[src/i2cm_pkg.sv]
`default_nettype none
package i2cm_pkg;

    localparam int QUEUE_DEPTH_DEF = 4;

    localparam logic [7:0] PHASE_TICKS_RST    = 8'd10;
    localparam logic [7:0] SETUP_TICKS_RST    = 8'd20;
    localparam logic [7:0] UNSTICK_PULSES_RST = 8'd64;

    localparam logic [2:0] ACT_TICK    = 3'd0;
    localparam logic [2:0] ACT_START   = 3'd1;
    localparam logic [2:0] ACT_STOP    = 3'd2;
    localparam logic [2:0] ACT_WRITE   = 3'd3;
    localparam logic [2:0] ACT_READ    = 3'd4;
    localparam logic [2:0] ACT_UNSTICK = 3'd5;
    localparam logic [2:0] ACT_ADDR    = 3'd6;
    localparam logic [2:0] ACT_TICK_ALT = 3'd7;

    localparam logic [1:0] CFG_PHASE_TICKS    = 2'd0;
    localparam logic [1:0] CFG_SETUP_TICKS    = 2'd1;
    localparam logic [1:0] CFG_UNSTICK_PULSES = 2'd2;

    typedef struct packed {
        logic       is_tick;
        logic [2:0] cmd;
        logic [7:0] load_byte;
        logic       send_ack;
        logic       sda_in;
    } item_t;

    typedef struct packed {
        logic       we;
        logic [1:0] addr;
        logic [7:0] wdata;
    } cfg_write_t;

endpackage
`default_nettype wire

[src/i2cm_front.sv]
`default_nettype none
module i2cm_front
    import i2cm_pkg::*;
(
    input  wire logic [2:0]  action,
    input  wire logic [7:0]  write_byte,
    input  wire logic        send_ack,
    input  wire logic        read_flag,
    input  wire logic        sda_in,
    output item_t            item
);

    always_comb begin
        item.is_tick   = (action == ACT_TICK) || (action == ACT_TICK_ALT);
        item.cmd       = action;
        item.send_ack  = send_ack;
        item.sda_in    = sda_in;
        unique case (action)
            ACT_WRITE: item.load_byte = write_byte;
            ACT_ADDR:  item.load_byte = {write_byte[7:1], read_flag};
            default:   item.load_byte = 8'd0;
        endcase
    end

endmodule
`default_nettype wire

[src/i2cm_queue.sv]
`default_nettype none
module i2cm_queue
    import i2cm_pkg::*;
#(
    parameter int DEPTH = QUEUE_DEPTH_DEF
) (
    input  wire logic  aclk,
    input  wire logic  aresetn,
    input  wire logic  push,
    input  item_t      push_item,
    output logic       not_full,
    input  wire logic  pop,
    output logic       not_empty,
    output item_t      head
);

    localparam int PTR_W = (DEPTH > 1) ? $clog2(DEPTH) : 1;
    localparam int CNT_W = $clog2(DEPTH + 1);

    item_t              mem [DEPTH];
    logic [PTR_W-1:0]   wr_ptr_reg, wr_ptr_next;
    logic [PTR_W-1:0]   rd_ptr_reg, rd_ptr_next;
    logic [CNT_W-1:0]   count_reg,  count_next;

    assign not_full  = count_reg != CNT_W'(DEPTH);
    assign not_empty = count_reg != '0;
    assign head      = mem[rd_ptr_reg];

    always_comb begin
        wr_ptr_next = wr_ptr_reg;
        rd_ptr_next = rd_ptr_reg;
        count_next  = count_reg;
        if (push) begin
            wr_ptr_next = (wr_ptr_reg == PTR_W'(DEPTH - 1)) ? '0 : wr_ptr_reg + 1'b1;
        end
        if (pop) begin
            rd_ptr_next = (rd_ptr_reg == PTR_W'(DEPTH - 1)) ? '0 : rd_ptr_reg + 1'b1;
        end
        if (push && !pop) begin
            count_next = count_reg + 1'b1;
        end else if (pop && !push) begin
            count_next = count_reg - 1'b1;
        end
    end

    always_ff @(posedge aclk) begin
        if (!aresetn) begin
            wr_ptr_reg <= '0;
            rd_ptr_reg <= '0;
            count_reg  <= '0;
        end else begin
            wr_ptr_reg <= wr_ptr_next;
            rd_ptr_reg <= rd_ptr_next;
            count_reg  <= count_next;
        end
    end

    always_ff @(posedge aclk) begin
        if (push) begin
            mem[wr_ptr_reg] <= push_item;
        end
    end

endmodule
`default_nettype wire

[src/i2cm_back.sv]
`default_nettype none
module i2cm_back
    import i2cm_pkg::*;
(
    input  wire logic        aclk,
    input  wire logic        aresetn,
    input  cfg_write_t       cfg,
    input  wire logic        item_valid,
    input  item_t            item,
    output logic             item_pop,
    output logic             m_tvalid,
    input  wire logic        m_tready,
    output logic [15:0]      m_tdata
);

    localparam logic [4:0] PH_NONE     = 5'd0;
    localparam logic [4:0] PH_START_A  = 5'd1;
    localparam logic [4:0] PH_START_B  = 5'd2;
    localparam logic [4:0] PH_START_C  = 5'd3;
    localparam logic [4:0] PH_STOP_A   = 5'd4;
    localparam logic [4:0] PH_STOP_B   = 5'd5;
    localparam logic [4:0] PH_STOP_C   = 5'd6;
    localparam logic [4:0] PH_WR_HI    = 5'd7;
    localparam logic [4:0] PH_WR_LO    = 5'd8;
    localparam logic [4:0] PH_WACK_HI  = 5'd9;
    localparam logic [4:0] PH_WACK_LO  = 5'd10;
    localparam logic [4:0] PH_RD_HI    = 5'd11;
    localparam logic [4:0] PH_RD_LO    = 5'd12;
    localparam logic [4:0] PH_RACK_SET = 5'd13;
    localparam logic [4:0] PH_RACK_HI  = 5'd14;
    localparam logic [4:0] PH_RACK_LO  = 5'd15;
    localparam logic [4:0] PH_UN_LO    = 5'd16;
    localparam logic [4:0] PH_UN_HI    = 5'd17;
    localparam logic [4:0] PH_SETUP    = 5'd18;

    logic [7:0] phase_ticks_reg, setup_ticks_reg, unstick_pulses_reg;

    logic [2:0] active_reg,   active_next;
    logic [4:0] phase_reg,    phase_next;
    logic [3:0] bitcnt_reg,   bitcnt_next;
    logic [7:0] shift_reg,    shift_next;
    logic [7:0] delay_reg,    delay_next;
    logic [7:0] pulse_reg,    pulse_next;
    logic       scl_reg,      scl_next;
    logic       sda_reg,      sda_next;
    logic       sda_en_reg,   sda_en_next;
    logic       ack_reg,      ack_next;
    logic       ack_tx_reg,   ack_tx_next;
    logic [7:0] rx_byte_reg,  rx_byte_next;

    logic       m_tvalid_reg;
    logic [15:0] m_tdata_reg;

    logic       done;
    logic       err;
    logic       enter;
    logic [4:0] np;

    assign item_pop = item_valid && (!m_tvalid_reg || m_tready);
    assign m_tvalid = m_tvalid_reg;
    assign m_tdata  = m_tdata_reg;

    always_ff @(posedge aclk) begin
        if (!aresetn) begin
            phase_ticks_reg    <= PHASE_TICKS_RST;
            setup_ticks_reg    <= SETUP_TICKS_RST;
            unstick_pulses_reg <= UNSTICK_PULSES_RST;
        end else if (cfg.we) begin
            unique case (cfg.addr)
                CFG_PHASE_TICKS:    phase_ticks_reg    <= cfg.wdata;
                CFG_SETUP_TICKS:    setup_ticks_reg    <= cfg.wdata;
                CFG_UNSTICK_PULSES: unstick_pulses_reg <= cfg.wdata;
                default: ;
            endcase
        end
    end

    always_comb begin
        active_next  = active_reg;
        phase_next   = phase_reg;
        bitcnt_next  = bitcnt_reg;
        shift_next   = shift_reg;
        delay_next   = delay_reg;
        pulse_next   = pulse_reg;
        scl_next     = scl_reg;
        sda_next     = sda_reg;
        sda_en_next  = sda_en_reg;
        ack_next     = ack_reg;
        ack_tx_next  = ack_tx_reg;
        rx_byte_next = rx_byte_reg;
        done  = 1'b0;
        err   = 1'b0;
        enter = 1'b0;
        np    = PH_NONE;

        if (item.is_tick) begin
            if (active_reg != ACT_TICK) begin
                delay_next = delay_reg - 8'd1;
                if (delay_next == 8'd0) begin
                    unique case (phase_reg)
                        PH_START_A: np = PH_START_B;
                        PH_START_B: np = PH_START_C;
                        PH_START_C: np = (active_reg == ACT_ADDR) ? PH_WR_HI : PH_NONE;
                        PH_STOP_A:  np = PH_STOP_B;
                        PH_STOP_B:  np = PH_STOP_C;
                        PH_WR_HI:   np = PH_WR_LO;
                        PH_WR_LO: begin
                            shift_next  = {shift_reg[6:0], 1'b0};
                            bitcnt_next = bitcnt_reg - 4'd1;
                            np = (bitcnt_next != 4'd0) ? PH_WR_HI : PH_WACK_HI;
                        end
                        PH_WACK_HI: begin
                            ack_next = !item.sda_in;
                            np = PH_WACK_LO;
                        end
                        PH_RD_HI: begin
                            shift_next = {shift_reg[7:1], shift_reg[0] | item.sda_in};
                            np = PH_RD_LO;
                        end
                        PH_RD_LO: begin
                            bitcnt_next = bitcnt_reg - 4'd1;
                            np = (bitcnt_next != 4'd0) ? PH_RD_HI : PH_RACK_SET;
                        end
                        PH_RACK_SET: np = PH_RACK_HI;
                        PH_RACK_HI:  np = PH_RACK_LO;
                        PH_RACK_LO: begin
                            sda_next     = 1'b0;
                            rx_byte_next = shift_reg;
                        end
                        PH_UN_LO: np = PH_UN_HI;
                        PH_UN_HI: begin
                            pulse_next = pulse_reg - 8'd1;
                            np = (pulse_next != 8'd0) ? PH_UN_LO : PH_NONE;
                        end
                        PH_SETUP: np = PH_START_A;
                        default:  np = PH_NONE;
                    endcase
                    if (np == PH_NONE) begin
                        active_next = ACT_TICK;
                        phase_next  = PH_NONE;
                        done        = 1'b1;
                    end else begin
                        enter = 1'b1;
                    end
                end
            end
        end else if (active_reg != ACT_TICK) begin
            err = 1'b1;
        end else begin
            active_next = item.cmd;
            unique case (item.cmd)
                ACT_START: begin
                    np = PH_START_A;
                    enter = 1'b1;
                end
                ACT_STOP: begin
                    np = PH_STOP_A;
                    enter = 1'b1;
                end
                ACT_WRITE, ACT_ADDR: begin
                    shift_next  = item.load_byte;
                    bitcnt_next = 4'd8;
                    np = (item.cmd == ACT_ADDR) ? PH_SETUP : PH_WR_HI;
                    enter = 1'b1;
                end
                ACT_READ: begin
                    shift_next  = item.load_byte;
                    bitcnt_next = 4'd8;
                    ack_tx_next = item.send_ack;
                    np = PH_RD_HI;
                    enter = 1'b1;
                end
                ACT_UNSTICK: begin
                    sda_en_next = 1'b1;
                    pulse_next  = unstick_pulses_reg;
                    if (unstick_pulses_reg == 8'd0) begin
                        active_next = ACT_TICK;
                        done        = 1'b1;
                    end else begin
                        np = PH_UN_LO;
                        enter = 1'b1;
                    end
                end
                default: active_next = active_reg;
            endcase
        end

        if (enter) begin
            phase_next = np;
            delay_next = (phase_ticks_reg == 8'd0) ? 8'd1 : phase_ticks_reg;
            unique case (np)
                PH_START_A: begin
                    sda_en_next = 1'b1;
                    sda_next    = 1'b1;
                    scl_next    = 1'b1;
                end
                PH_START_B: sda_next = 1'b0;
                PH_START_C: scl_next = 1'b0;
                PH_STOP_A:  sda_next = 1'b0;
                PH_STOP_B:  scl_next = 1'b1;
                PH_STOP_C: begin
                    sda_en_next = 1'b0;
                    sda_next    = 1'b1;
                end
                PH_WR_HI: begin
                    sda_en_next = 1'b1;
                    sda_next    = shift_next[7];
                    scl_next    = 1'b1;
                end
                PH_WR_LO: scl_next = 1'b0;
                PH_WACK_HI: begin
                    sda_en_next = 1'b0;
                    sda_next    = 1'b1;
                    scl_next    = 1'b1;
                end
                PH_WACK_LO: scl_next = 1'b0;
                PH_RD_HI: begin
                    sda_en_next = 1'b0;
                    sda_next    = 1'b1;
                    shift_next  = {shift_next[6:0], 1'b0};
                    scl_next    = 1'b1;
                end
                PH_RD_LO: scl_next = 1'b0;
                PH_RACK_SET: begin
                    sda_en_next = 1'b1;
                    sda_next    = !ack_tx_next;
                end
                PH_RACK_HI: scl_next = 1'b1;
                PH_RACK_LO: scl_next = 1'b0;
                PH_UN_LO: begin
                    sda_en_next = 1'b1;
                    scl_next    = 1'b0;
                    sda_next    = 1'b0;
                end
                PH_UN_HI: begin
                    scl_next = 1'b1;
                    sda_next = 1'b1;
                end
                PH_SETUP: begin
                    scl_next    = 1'b1;
                    sda_next    = 1'b1;
                    sda_en_next = 1'b0;
                    delay_next  = (setup_ticks_reg == 8'd0) ? 8'd1 : setup_ticks_reg;
                end
                default: ;
            endcase
        end
    end

    always_ff @(posedge aclk) begin
        if (!aresetn) begin
            active_reg   <= ACT_TICK;
            phase_reg    <= PH_NONE;
            bitcnt_reg   <= '0;
            shift_reg    <= '0;
            delay_reg    <= '0;
            pulse_reg    <= '0;
            scl_reg      <= 1'b1;
            sda_reg      <= 1'b1;
            sda_en_reg   <= 1'b0;
            ack_reg      <= 1'b0;
            ack_tx_reg   <= 1'b0;
            rx_byte_reg  <= '0;
            m_tvalid_reg <= 1'b0;
        end else begin
            if (item_pop) begin
                active_reg  <= active_next;
                phase_reg   <= phase_next;
                bitcnt_reg  <= bitcnt_next;
                shift_reg   <= shift_next;
                delay_reg   <= delay_next;
                pulse_reg   <= pulse_next;
                scl_reg     <= scl_next;
                sda_reg     <= sda_next;
                sda_en_reg  <= sda_en_next;
                ack_reg     <= ack_next;
                ack_tx_reg  <= ack_tx_next;
                rx_byte_reg <= rx_byte_next;
            end
            if (item_pop) begin
                m_tvalid_reg <= 1'b1;
            end else if (m_tready) begin
                m_tvalid_reg <= 1'b0;
            end
        end
    end

    always_ff @(posedge aclk) begin
        if (item_pop) begin
            m_tdata_reg <= {1'b0, err, rx_byte_next, ack_next, done,
                            active_next != ACT_TICK, sda_en_next, sda_next, scl_next};
        end
    end

endmodule
`default_nettype wire

[src/i2c_master_byte_engine.sv]
`default_nettype none
// i2c master byte engine
// s_ channel takes requests: s_tuser carries the action (tick, start, stop,
// write, read, unstick, addressed start), s_tdata the byte and flags, and a
// tick request carries the sampled sda level
// m_ channel returns one result per request: scl/sda pin levels, sda drive,
// busy, done, ack, last read byte and the busy error flag
// cfg_we/cfg_addr/cfg_wdata write the phase, setup and unstick registers; the user
// must write them only while the engine is idle, the block does not enforce it
// a request is written into the queue on the edge that takes it; a step
// of the engine state machine then moves its result into the output register
// behind m_tvalid, waiting while that register holds an untaken result
// throughput: one request per cycle unless the receiver stalls, one phase step each
// a short request queue sits in front of the engine; when the receiver
// stalls the output register holds its result, the queue fills, and
// s_tready drops once it is full
// reset (aresetn low, synchronous) empties the queue, drops m_tvalid,
// restores register defaults and leaves scl high with sda released
module i2c_master_byte_engine
    import i2cm_pkg::*;
#(
    parameter int QUEUE_DEPTH = QUEUE_DEPTH_DEF
) (
    input  wire logic        aclk,
    input  wire logic        aresetn,
    input  wire logic        s_tvalid,
    output logic             s_tready,
    input  wire logic [2:0]  s_tuser,   // action
    input  wire logic [15:0] s_tdata,   // write_byte[7:0], send_ack, read_flag, sda_in, zero pad
    output logic             m_tvalid,
    input  wire logic        m_tready,
    output logic [15:0]      m_tdata,   // scl_out, sda_out, sda_drive, busy_res, done_res,
                                        // ack_received, read_data[7:0], error, zero pad
    input  wire logic        cfg_we,
    input  wire logic [1:0]  cfg_addr,
    input  wire logic [7:0]  cfg_wdata
);

    item_t      front_item;
    item_t      head_item;
    logic       head_valid;
    logic       pop;
    cfg_write_t cfg;

    assign cfg = '{we: cfg_we, addr: cfg_addr, wdata: cfg_wdata};

    i2cm_front u_front (
        .action     (s_tuser),
        .write_byte (s_tdata[7:0]),
        .send_ack   (s_tdata[8]),
        .read_flag  (s_tdata[9]),
        .sda_in     (s_tdata[10]),
        .item       (front_item)
    );

    i2cm_queue #(
        .DEPTH (QUEUE_DEPTH)
    ) u_queue (
        .aclk      (aclk),
        .aresetn   (aresetn),
        .push      (s_tvalid && s_tready),
        .push_item (front_item),
        .not_full  (s_tready),
        .pop       (pop),
        .not_empty (head_valid),
        .head      (head_item)
    );

    i2cm_back u_back (
        .aclk       (aclk),
        .aresetn    (aresetn),
        .cfg        (cfg),
        .item_valid (head_valid),
        .item       (head_item),
        .item_pop   (pop),
        .m_tvalid   (m_tvalid),
        .m_tready   (m_tready),
        .m_tdata    (m_tdata)
    );

endmodule
`default_nettype wire

[config.mk]
export PLATFORM = sky130hd
export DESIGN_NAME = i2c_master_byte_engine
export DESIGN_NICKNAME = d
export VERILOG_FILES = /design/src/i2cm_pkg.sv /design/src/i2cm_front.sv /design/src/i2cm_queue.sv /design/src/i2cm_back.sv /design/src/i2c_master_byte_engine.sv
export SDC_FILE = /design/constraint.sdc
export NUM_CORES = 1
export LEC_CHECK = 0
export ABC_AREA = 1
export BUFFER_PORTS_ARGS = -buffer_cell sky130_fd_sc_hd__buf_4
export CORE_ASPECT_RATIO = 1.75
export CORE_MARGIN = 4
export CORE_UTILIZATION = 42
export CTS_CLUSTER_SIZE = 30
export DETAILED_ROUTE_END_ITERATION = 10
export HOLD_SLACK_MARGIN = 0.1
export SLEW_MARGIN = 20
export SYNTH_ARGS = -nofsm -noshare
export SYNTH_HDL_FRONTEND = slang
export SYNTH_HIERARCHICAL = 1
export SYNTH_SLANG_ARGS = --single-unit
[constraint.sdc]
create_clock -name aclk -period 4.47 [get_ports aclk]
set_clock_uncertainty 0.05 [all_clocks]
set_input_delay 1.341 -clock aclk [delete_from_list [all_inputs] [get_ports aclk]]
set_output_delay 1.341 -clock aclk [all_outputs]
set_load 0.02 [all_outputs]
==> results of run 1 <==
==> cell usage after synthesis (all sizes together), types with 8 or more instances <==
library cell | number | area, µm²
a21oi | 63 | 319
nor3 | 14 | 81.3
or2 | 8 | 50.1
o21ai | 108 | 544
ha | 12 | 150
nand4 | 28 | 190
nand2 | 178 | 688
nand3 | 47 | 240
edfxtp | 71 | 2130
inv | 112 | 420
dfxtp | 83 | 1660
o22ai | 23 | 144
buf | 23 | 200
clkbuf | 16 | 61.3
nor2 | 154 | 629
o21bai | 8 | 75.1
==> power groups by stage <==
stage	Sequential, µW	Combinational, µW	Clock [µW]
6_report	2090	2980	1490
5_1_grt	2130	3350	1590
4_1_cts	2100	3000	1530
3_5_place_dp	2120	2980	0
3_3_place_gp	2120	2950	0
2_1_floorplan	2130	2260	0
==> tightest hold or removal path: cells and delay by family (launching register included) <==
kind | cells | cell delay, ns
AO/OA/AOI/OAI | 1 | 0.06
flip-flops | 1 | 0.29
buffers and inverters | 1 | 0.06
==> cell families (layout without fill, tap and decap cells) <==
group	count (synthesis)	in the layout	share of synthesized area (%)
AO/OA/AOI/OAI	223	223	15.7
XOR/XNOR	3	3	0.332
adder cells (fa/ha/maj)	13	13	2.15
buffers and inverters	152	195	8.67
flip-flops	154	154	47.9
multiplexers	2	2	0.253
other	1	1	0.0474
AND/OR/NAND/NOR	439	439	24.9
==> stage by stage <==
step | setup WS, ns | total power [µW] | hold slack (ns)
6_report | 0.852 | 6550 | 0.412
5_1_grt | 0.404 | 7070 | 0.442
4_1_cts | 0.835 | 6630 | 0.414
3_5_place_dp | 0.843 | 5110 | 0.403
3_3_place_gp | 0.926 | 5070 | 0.398
2_1_floorplan | 0.897 | 4380 | 0.385
==> layout by cell type, fill, tap and decap left out, types with 2 or more instances in the layout <==
cell / synthesis / layout
a211oi_1: 3 / 3
a21boi_0: 2 / 2
a21oi_1: 62 / 62
a31oi_1: 6 / 6
buf_4: 10 / 50
bufinv_16: 0 / 2
clkbuf_1: 15 / 2
clkbuf_16: 0 / 19
clkbuf_8: 0 / 2
clkinv_4: 0 / 2
dfxtp_1: 83 / 83
edfxtp_1: 71 / 71
ha_1: 12 / 12
inv_1: 97 / 97
inv_2: 15 / 15
inv_4: 0 / 2
mux2i_1: 2 / 2
nand2_1: 172 / 172
nand2_2: 5 / 5
nand3_1: 46 / 46
nand3b_1: 3 / 3
nand4_1: 27 / 27
nor2_1: 145 / 145
nor2_2: 5 / 5
nor2_4: 3 / 3
nor3_1: 13 / 13
nor4_1: 4 / 4
o211ai_1: 6 / 6
o21ai_0: 90 / 90
o21ai_1: 17 / 17
o21bai_1: 6 / 6
o22ai_1: 23 / 22
or2_2: 8 / 8
xor2_1: 2 / 2
==> how the worst min path moves through the flow <==
stage | cells after the start | slack (ns) | endpoint
2_1_floorplan | 2 | 0.39 | u_back/ack_reg
6_report | 2 | 0.41 | u_back/ack_reg
3_5_place_dp | 2 | 0.40 | u_back/ack_reg
5_1_grt | 2 | 0.44 | u_back/ack_reg
3_3_place_gp | 2 | 0.40 | u_back/ack_reg
4_1_cts | 2 | 0.41 | u_back/ack_reg
==> routing by layer <==
metal	vias to the layer above	GRT usage [%]	wire length, µm	share of wire [%]
met1	3083	17.5	7130	38
met4	0	8.62	641	3.4
li1	3396	-	-	-
met5	-	0	0	0
met3	33	3.66	582	3.1
met2	121	35.4	10500	56
==> cell type report <==
class | count | area share, %
Tap cell | 238 | 3.33
Clock inverter | 8 | 1.16
Timing Repair Buffer | 50 | 4.19
Sequential cell | 154 | 42.4
Clock buffer | 24 | 5.76
Inverter | 113 | 4.74
Multi-Input combinational cell | 681 | 38.4
==> results.json, run 1 <==
{
  "first_pass_iters": 5,
  "cpPeakStageDelay_ns": 0.51,
  "largest_reg_flops": 56,
  "num-nets-final": 1064,
  "status": "completed",
  "fillerInstances": 1839,
  "netlist_area_mm2": 0.00791,
  "ir_drop_uv": 273,
  "final.setup.tns_ns": 0,
  "rrSetupSlack_ns": 0.85,
  "dieArea_mm2": 0.0212,
  "antenna_cells": 0,
  "ys_seq_area_share_pct": 47.9,
  "synth_nets": 1034,
  "fp.dieH_um": 190,
  "drc": 0,
  "dp_hpwl_mm": 13.5,
  "multiInputGateArea_mm2": 0.00344,
  "end_kind": "flip-flop",
  "r2r_cells": 12,
  "maxCapViolCount": 0,
  "stdcell_area_mm2": 0.00895,
  "clk_pin_slew_worst_paths_ns": 0.06,
  "grt_pass1_wl_mm": 30.5,
  "track_usage_pct": 18.0,
  "ff_latch_area_mm2": 0.00379,
  "worstPathRequired_ns": 4.70,
  "die_x_um": 112,
  "avgViaCountPerCell": 5.23,
  "numCtsBuffers": 17,
  "rows": 66,
  "cp_cell_sequence": "inv_2 > o21ai_0 > o22ai_1 > nand2_1 > nor2_1 > nand2_1 > a21oi_1 > nand3_1 > inv_1 > nand2_1 > nand2_1 > a21oi_1",
  "r2r_end": "u_back/phase_reg[4]",
  "final_cells": 1268,
  "core-area_mm2": 0.0186,
  "min_from": "u_back/ack_reg",
  "cts_hold_buf": 0,
  "combinationalPowerShare_pct": 45.4,
  "setup_viol": 0,
  "final_hold_viol_count": 0,
  "post-cts-setup-buffer-count": 0,
  "crit_arrival_ns": 3.85,
  "worst_pin_slew_ns": 0.758,
  "ant_nets": 0,
  "cts_max_level": 4,
  "drive_above_1_share_pct": 12.5,
  "cts_resized": 0,
  "syn_inst": 987,
  "areaGrowthSynthToFinish_pct": 13.1,
  "hp-class": "reg -> reg",
  "finalCritPeriodShare_pct": 80.9,
  "synth-edff-count": 71,
  "gr-total-overflow": 0,
  "cp_top_family": "simple AND/OR/NAND/NOR gates",
  "cts_root_buf": "clkbuf_16",
  "clock_path_buffers": 2,
  "power_switching_uw": 2780,
  "leakage_uw": 0.00380,
  "ys.flop_type": "dfxtp_1",
  "cp_num_cells": 12,
  "slowest_stage": "nand3_1",
  "grt_pass1_vias": 6439,
  "place_area_mm2": 0.00833,
  "crit_path_end": "u_back/phase_reg[4]",
  "path_class": "reg -> reg",
  "routed_wl_mm": 18.8,
  "period_needed_ns": 3.62,
  "power_frac_clock_pct": 22.7,
  "cpMostUsedCell": "nand2_1",
  "power.density_mw_per_mm2": 732,
  "worst-path-buf-inv": 2,
  "grt_max_degree": 54,
  "pin_count": 52,
  "p_seq_share_pct": 31.9,
  "insertion_delay_ns": 0.43,
  "cp_max_fo": 28,
  "max-slew-margin-rel_pct": 49.1,
  "rsz0062_at_grt": "false",
  "drtIter0Drc": 352,
  "start_util_pct": 42.6,
  "cts_tree": "built",
  "final_core_util_pct": 48.2,
  "cts.sink_count": 154,
  "async_flop_share_pct": 0,
  "dr_total_vias": 6633,
  "ys_ff_latch": 154,
  "fmax_mhz": 276,
  "dp_cells": 1236,
  "internal_power_uw": 3770,
  "portBuffers": 45,
  "yosysWarningCount": 6,
  "maxSlewViolCount": 0,
  "synth_cell_types": 54,
  "place_congestion": 0.866,
  "wl_per_cell_um": 14.8,
  "syn_avg_cell_area_um2": 8.02,
  "swShare_pct": 42.4,
  "antenna_found_initial": 0,
  "start_kind": "flip-flop"
}
No activity file was read; power rests on OpenSTA's default activity.
==> run 2, diff against run 1 <==
==> constraint.sdc (replaced) <==
create_clock -name aclk -period 3.27 [get_ports aclk]
set_clock_uncertainty 0.05 [all_clocks]
set_input_delay 0.981 -clock aclk [delete_from_list [all_inputs] [get_ports aclk]]
set_output_delay 0.981 -clock aclk [all_outputs]
set_load 0.02 [all_outputs]
==> run 2 against run 1 <==
Against the previous run: cell area increased by 2.0%; total power increased by 41%; die area unchanged; maximum frequency increased by 25%; sequential power increased by 36%; sequential share of layout area decreased by 0.83 points; global-route usage increased by 0.34 points.
==> results.json, run 2 (synthesized netlist as in run 1, its figures left out) <==
{
  "layout_commonest_cell": "nand2_1",
  "use_met1_pct": 18.1,
  "end_kind": "flip-flop",
  "period_needed_ns": 2.89,
  "track_usage_pct": 18.3,
  "antenna_cells": 0,
  "cts_max_level": 4,
  "finalCritPeriodShare_pct": 88.4,
  "min_from": "u_back/ack_reg",
  "place_area_mm2": 0.00852,
  "fillerInstances": 1868,
  "core-area_mm2": 0.0186,
  "ir_drop_uv": 447,
  "r2r_cells": 17,
  "ant_nets": 0,
  "final_cells": 1293,
  "layout_common_cells": "nand2_1, nor2_1, inv_1",
  "pin_count": 52,
  "leakage_uw": 0.00391,
  "globalRouteMet3Util_pct": 3.18,
  "routed_wl_mm": 19.2,
  "fp.dieH_um": 190,
  "max-slew-margin-rel_pct": 54.1,
  "stdcell_area_mm2": 0.00913,
  "cts_root_buf": "clkbuf_16",
  "insertion_delay_ns": 0.43,
  "fmax_mhz": 346,
  "final.setup.tns_ns": 0,
  "power_uw": 9260,
  "path_class": "reg -> reg",
  "timing.rr.start": "u_back/pulse_reg[0]",
  "grt_pass1_wl_mm": 31.1,
  "rrSetupSlack_ns": 0.38,
  "cp_max_fo": 4,
  "maxSlewViolCount": 0,
  "rows": 66,
  "num-nets-final": 1089,
  "drtIter0Drc": 385,
  "dieArea_mm2": 0.0212,
  "avgViaCountPerCell": 5.20,
  "power.density_mw_per_mm2": 1010,
  "top_usage_layer": "met2",
  "place_congestion": 0.923,
  "drc": 0,
  "numCtsBuffers": 17,
  "worst_pin_slew_ns": 0.687,
  "clock_path_buffers": 2,
  "startpoint": "u_back/pulse_reg[0]",
  "grt_max_degree": 41,
  "largest_reg_flops": 56,
  "portBuffers": 45,
  "dr_total_vias": 6720,
  "maxCapViolCount": 0,
  "met2_usage_pct": 35.4,
  "clk_pin_slew_worst_paths_ns": 0.06,
  "wl_per_cell_um": 14.9,
  "antenna_found_initial": 0,
  "dp_cells": 1261,
  "die_x_um": 112,
  "grt_pass1_vias": 6573,
  "dp_hpwl_mm": 14.3,
  "gr-total-overflow": 0,
  "crit_arrival_ns": 3.03,
  "holdPathStages": 2,
  "cts.sink_count": 154,
  "areaGrowthSynthToFinish_pct": 15.4,
  "hp-class": "reg -> reg",
  "status": "completed",
  "rsz0062_at_grt": "false",
  "drive_above_1_share_pct": 14.8,
  "first_pass_iters": 5,
  "r2r_end": "u_back/m_tdata[1]",
  "min_to": "u_back/ack_reg",
  "setup_viol": 0,
  "start_util_pct": 42.6,
  "cts_hold_buf": 0,
  "cts_tree": "built",
  "hold_slack_ns": 0.424,
  "final_hold_viol_count": 0,
  "start_kind": "flip-flop",
  "worstPathRequired_ns": 3.41
}
[run 2: cell count changes in the layout (fill, tap and decap cells not counted), sizes merged]
cell	change
bufinv	+1
clkinv	+1
clkinvlp	+3
clkbuf	-5
buf	+25
[run 2: what timing repair did]
action                     in CTS  in global routing
setup buffers                   0                  0
setup endpoints to repair       0                  4
gates resized for setup         0                  3
[run 2: through the flow]
| stage | utilization (%) | setup slack, ns |
|---|---|---|
| after floorplan | - | 0.0566 |
| final | 49.1 | 0.379 |
| after CTS | 49.1 | 0.183 |
| after detailed placement | 45.8 | 0.195 |
| after global routing | 49.1 | 0.00377 |
| after global placement | 45.8 | 0.227 |
[run 2: worst max path at each step]
stage	slack, ns	endpoint	cells past startpoint
2_1_floorplan	0.06	u_queue/count_reg[1]	11
3_3_place_gp	0.23	u_back/m_tdata[1]	16
3_5_place_dp	0.20	u_back/m_tdata[1]	16
4_1_cts	0.18	u_back/m_tdata[1]	16
5_1_grt	0.004	u_back/sda_reg	20
6_report	0.38	u_back/m_tdata[1]	17
[run 2: area by class of cell]
type / count / area (µm²) / share of cell area [%]
well taps: 238 / 298 / 3.26
clock inverters: 13 / 169 / 1.85
clock buffers: 19 / 433 / 4.74
repair buffers: 75 / 563 / 6.17
inverters: 113 / 424 / 4.65
multi-input cells: 681 / 3450 / 37.8
flip-flops and latches: 154 / 3790 / 41.6
[run 2: power by group]
group | total, µW | switching, µW | internal, µW
sequential | 2840 | 291 | 2550
clock | 2000 | 794 | 1210
combinational | 4420 | 2830 | 1590
total | 9260 | 3920 | 5340
[run 2: per-layer routing]
layer / part of all wire (%) / vias up
li1: - / 3442
met2: 55 / 116
met5: 0 / -
met1: 38 / 3117
met4: 4.2 / 0
met3: 2.5 / 45
[run 2: critical path, cell delays in order, from the launching register on]
cell	delay, ns
dfxtp_1	0.37
inv_1	0.10
ha_1	0.26
xnor2_1	0.23
nand2_1	0.09
nor2_1	0.10
nand2_1	0.05
nor2_1	0.09
nand2_1	0.07
nand2_1	0.11
nand2_1	0.10
a21oi_2	0.32
nor2_8	0.04
nor2_1	0.14
nand2_1	0.11
nor2_1	0.14
nand3_1	0.10
and2_1	0.16
==> run 3, diff against run 2 <==
--- a/config.mk
+++ b/config.mk
@@ -7,12 +7,15 @@
 export LEC_CHECK = 0
 export ABC_AREA = 1
 export BUFFER_PORTS_ARGS = -buffer_cell sky130_fd_sc_hd__buf_4
+export CELL_PAD_IN_SITES_DETAIL_PLACEMENT = 2
+export CELL_PAD_IN_SITES_GLOBAL_PLACEMENT = 2
 export CORE_ASPECT_RATIO = 1.75
 export CORE_MARGIN = 4
-export CORE_UTILIZATION = 42
+export CORE_UTILIZATION = 33
 export CTS_CLUSTER_SIZE = 30
 export DETAILED_ROUTE_END_ITERATION = 10
 export HOLD_SLACK_MARGIN = 0.1
+export PLACE_DENSITY_LB_ADDON = 0.1
 export SLEW_MARGIN = 20
 export SYNTH_ARGS = -nofsm -noshare
 export SYNTH_HDL_FRONTEND = slang
==> run 3 against run 2 <==
Against the previous run: via count is 4.5% higher; count of clock-buffer cells in the layout stayed put; global-route usage is 0.85 points higher; critical endpoint unchanged; largest power group unchanged; utilization is 9.6 points lower.
==> results.json, run 3 (synthesized netlist as in run 1, its figures left out) <==
{
  "period_needed_ns": 3.00,
  "maxSlewViolCount": 0,
  "cts_max_level": 4,
  "grt_pass1_vias": 7652,
  "dp_hpwl_mm": 18.6,
  "wl_per_cell_um": 18.4,
  "layout_common_cells": "nand2_1, nor2_1, inv_1",
  "worst_pin_slew_ns": 0.711,
  "multiInputGateArea_mm2": 0.00348,
  "end_kind": "flip-flop",
  "dr_total_vias": 7024,
  "grt_pass1_wl_mm": 39.9,
  "track_usage_pct": 19.2,
  "drtIter0Drc": 192,
  "globalRouteMet3Util_pct": 3.78,
  "setup_viol": 0,
  "max-slew-margin-rel_pct": 52.6,
  "worstPathRequired_ns": 3.42,
  "path_class": "reg -> reg",
  "areaGrowthSynthToFinish_pct": 17.6,
  "maxCapViolCount": 0,
  "rows": 74,
  "top_usage_layer": "met2",
  "numCtsBuffers": 17,
  "cts_root_buf": "clkbuf_16",
  "largest_reg_flops": 56,
  "status": "completed",
  "drive_above_1_share_pct": 15.5,
  "layout_commonest_cell": "nand2_1",
  "leakage_uw": 0.00394,
  "finalCritPeriodShare_pct": 91.7,
  "cp_max_fo": 8,
  "fp.dieH_um": 213,
  "rsz0062_at_grt": "false",
  "antenna_cells": 0,
  "clk_pin_slew_worst_paths_ns": 0.06,
  "met2_usage_pct": 39.7,
  "final_hold_viol_count": 0,
  "die_x_um": 125,
  "antenna_found_initial": 0,
  "drc": 0,
  "cp_top_family": "simple AND/OR/NAND/NOR gates",
  "start_kind": "flip-flop",
  "grt_max_degree": 43,
  "cp_cell_sequence": "inv_2 > buf_4 > o21ai_0 > o22ai_2 > buf_4 > nand4_4 > buf_4 > inv_1 > a21oi_4 > nor2_8 > nor2_1 > nand2_1 > nor2_1 > nand3_1 > and2_1",
  "crit_arrival_ns": 3.15,
  "num-nets-final": 1093,
  "worst-path-buf-inv": 5,
  "power.density_mw_per_mm2": 1040,
  "cpPeakStageDelay_ns": 0.45,
  "core-area_mm2": 0.0235,
  "cp_num_cells": 15,
  "insertion_delay_ns": 0.45,
  "cts_hold_buf": 0,
  "fmax_mhz": 334,
  "place_congestion": 0.791,
  "avgViaCountPerCell": 5.15,
  "ir_drop_uv": 487,
  "portBuffers": 45,
  "r2r_cells": 15,
  "place_area_mm2": 0.00864,
  "routed_wl_mm": 25.1,
  "stdcell_area_mm2": 0.00931,
  "slowest_stage": "dfxtp_1",
  "hp-class": "reg -> reg",
  "gr-total-overflow": 0,
  "dieArea_mm2": 0.0266,
  "ff_latch_area_mm2": 0.00379,
  "pin_count": 52,
  "first_pass_iters": 4,
  "cts_tree": "built",
  "cpMostUsedCell": "buf_4",
  "start_util_pct": 33.6,
  "fillerInstances": 2761,
  "ant_nets": 0,
  "cts.sink_count": 154,
  "holdPathStages": 2,
  "clock_path_buffers": 2,
  "use_met1_pct": 18.3,
  "final.setup.tns_ns": 0
}
==> run 3: changes by cell type in the layout (fill, tap and decap cells not counted), moves of 2 or more <==
| cell | previous run | this run |
|---|---|---|
| clkinv_4 | 3 | 1 |
| clkinv_1 | 2 | 4 |
| o22ai_1 | 21 | 19 |
| o22ai_2 | 2 | 4 |
| inv_1 | 97 | 95 |
| inv_8 | 0 | 2 |
| buf_4 | 75 | 78 |
==> run 3: cell type report <==
type,instances,area share (%)
tap,304,4.09
multi-input combinational,681,37.4
timing repair buffer,79,6.51
clock inverter,13,2.06
clock buffer,19,4.65
sequential,154,40.8
inverter,113,4.56
==> run 3: per-layer routing <==
metal  wire length [µm]  part of all wire (%)
met1               9210                    37
met2              14700                    58
met3                570                   2.3
met4                632                   2.5
met5                  0                     0
==> run 3: metrics by stage <==
stage / setup WS, ns / cells / util (%) / total power, µW / hold slack (ns)
2_1_floorplan: 0.0566 / 987 / - / 5990 / 0.385
3_3_place_gp: 0.209 / 1331 / 36.8 / 7420 / 0.402
3_5_place_dp: 0.0425 / 1331 / 36.8 / 7540 / 0.412
4_1_cts: 0.0325 / 1363 / 39.4 / 9760 / 0.428
5_1_grt: 0.0140 / 1363 / 39.6 / 10400 / 0.445
6_report: 0.272 / 1363 / 39.6 / 9650 / 0.422
==> run 3: repair_timing <==
action,4_1_cts,5_1_grt
setup endpoints to repair,0,17
resized for setup,0,9
buffers inserted,0,0
hold endpoints to repair,0,0
==> run 3: worst paths after layout <==
path,to,from,slack [ns]
setup / recovery,u_back/m_tdata[1],flip-flop,0.27
setup reg to reg,u_back/m_tdata[1],flip-flop,0.27
hold / removal,u_back/ack_reg,u_back/ack_reg,0.42
hold reg to reg,u_back/ack_reg,u_back/ack_reg,0.42
==> run 3: tightest hold or removal path, delay by kind of cell, from the launching register on <==
kind,cells,cell delay (ns)
compound gates,1,0.06
buf+inv,1,0.06
flops,1,0.30
==> run 3: where the power goes <==
| group | total [µW] | switching, µW | internal, µW | leakage [µW] |
|---|---|---|---|---|
| combinational | 4660 | 3080 | 1580 | 0.00229 |
| clock | 2140 | 854 | 1290 | 0.000297 |
| sequential | 2850 | 301 | 2550 | 0.00135 |
| total | 9650 | 4230 | 5410 | 0.00394 |
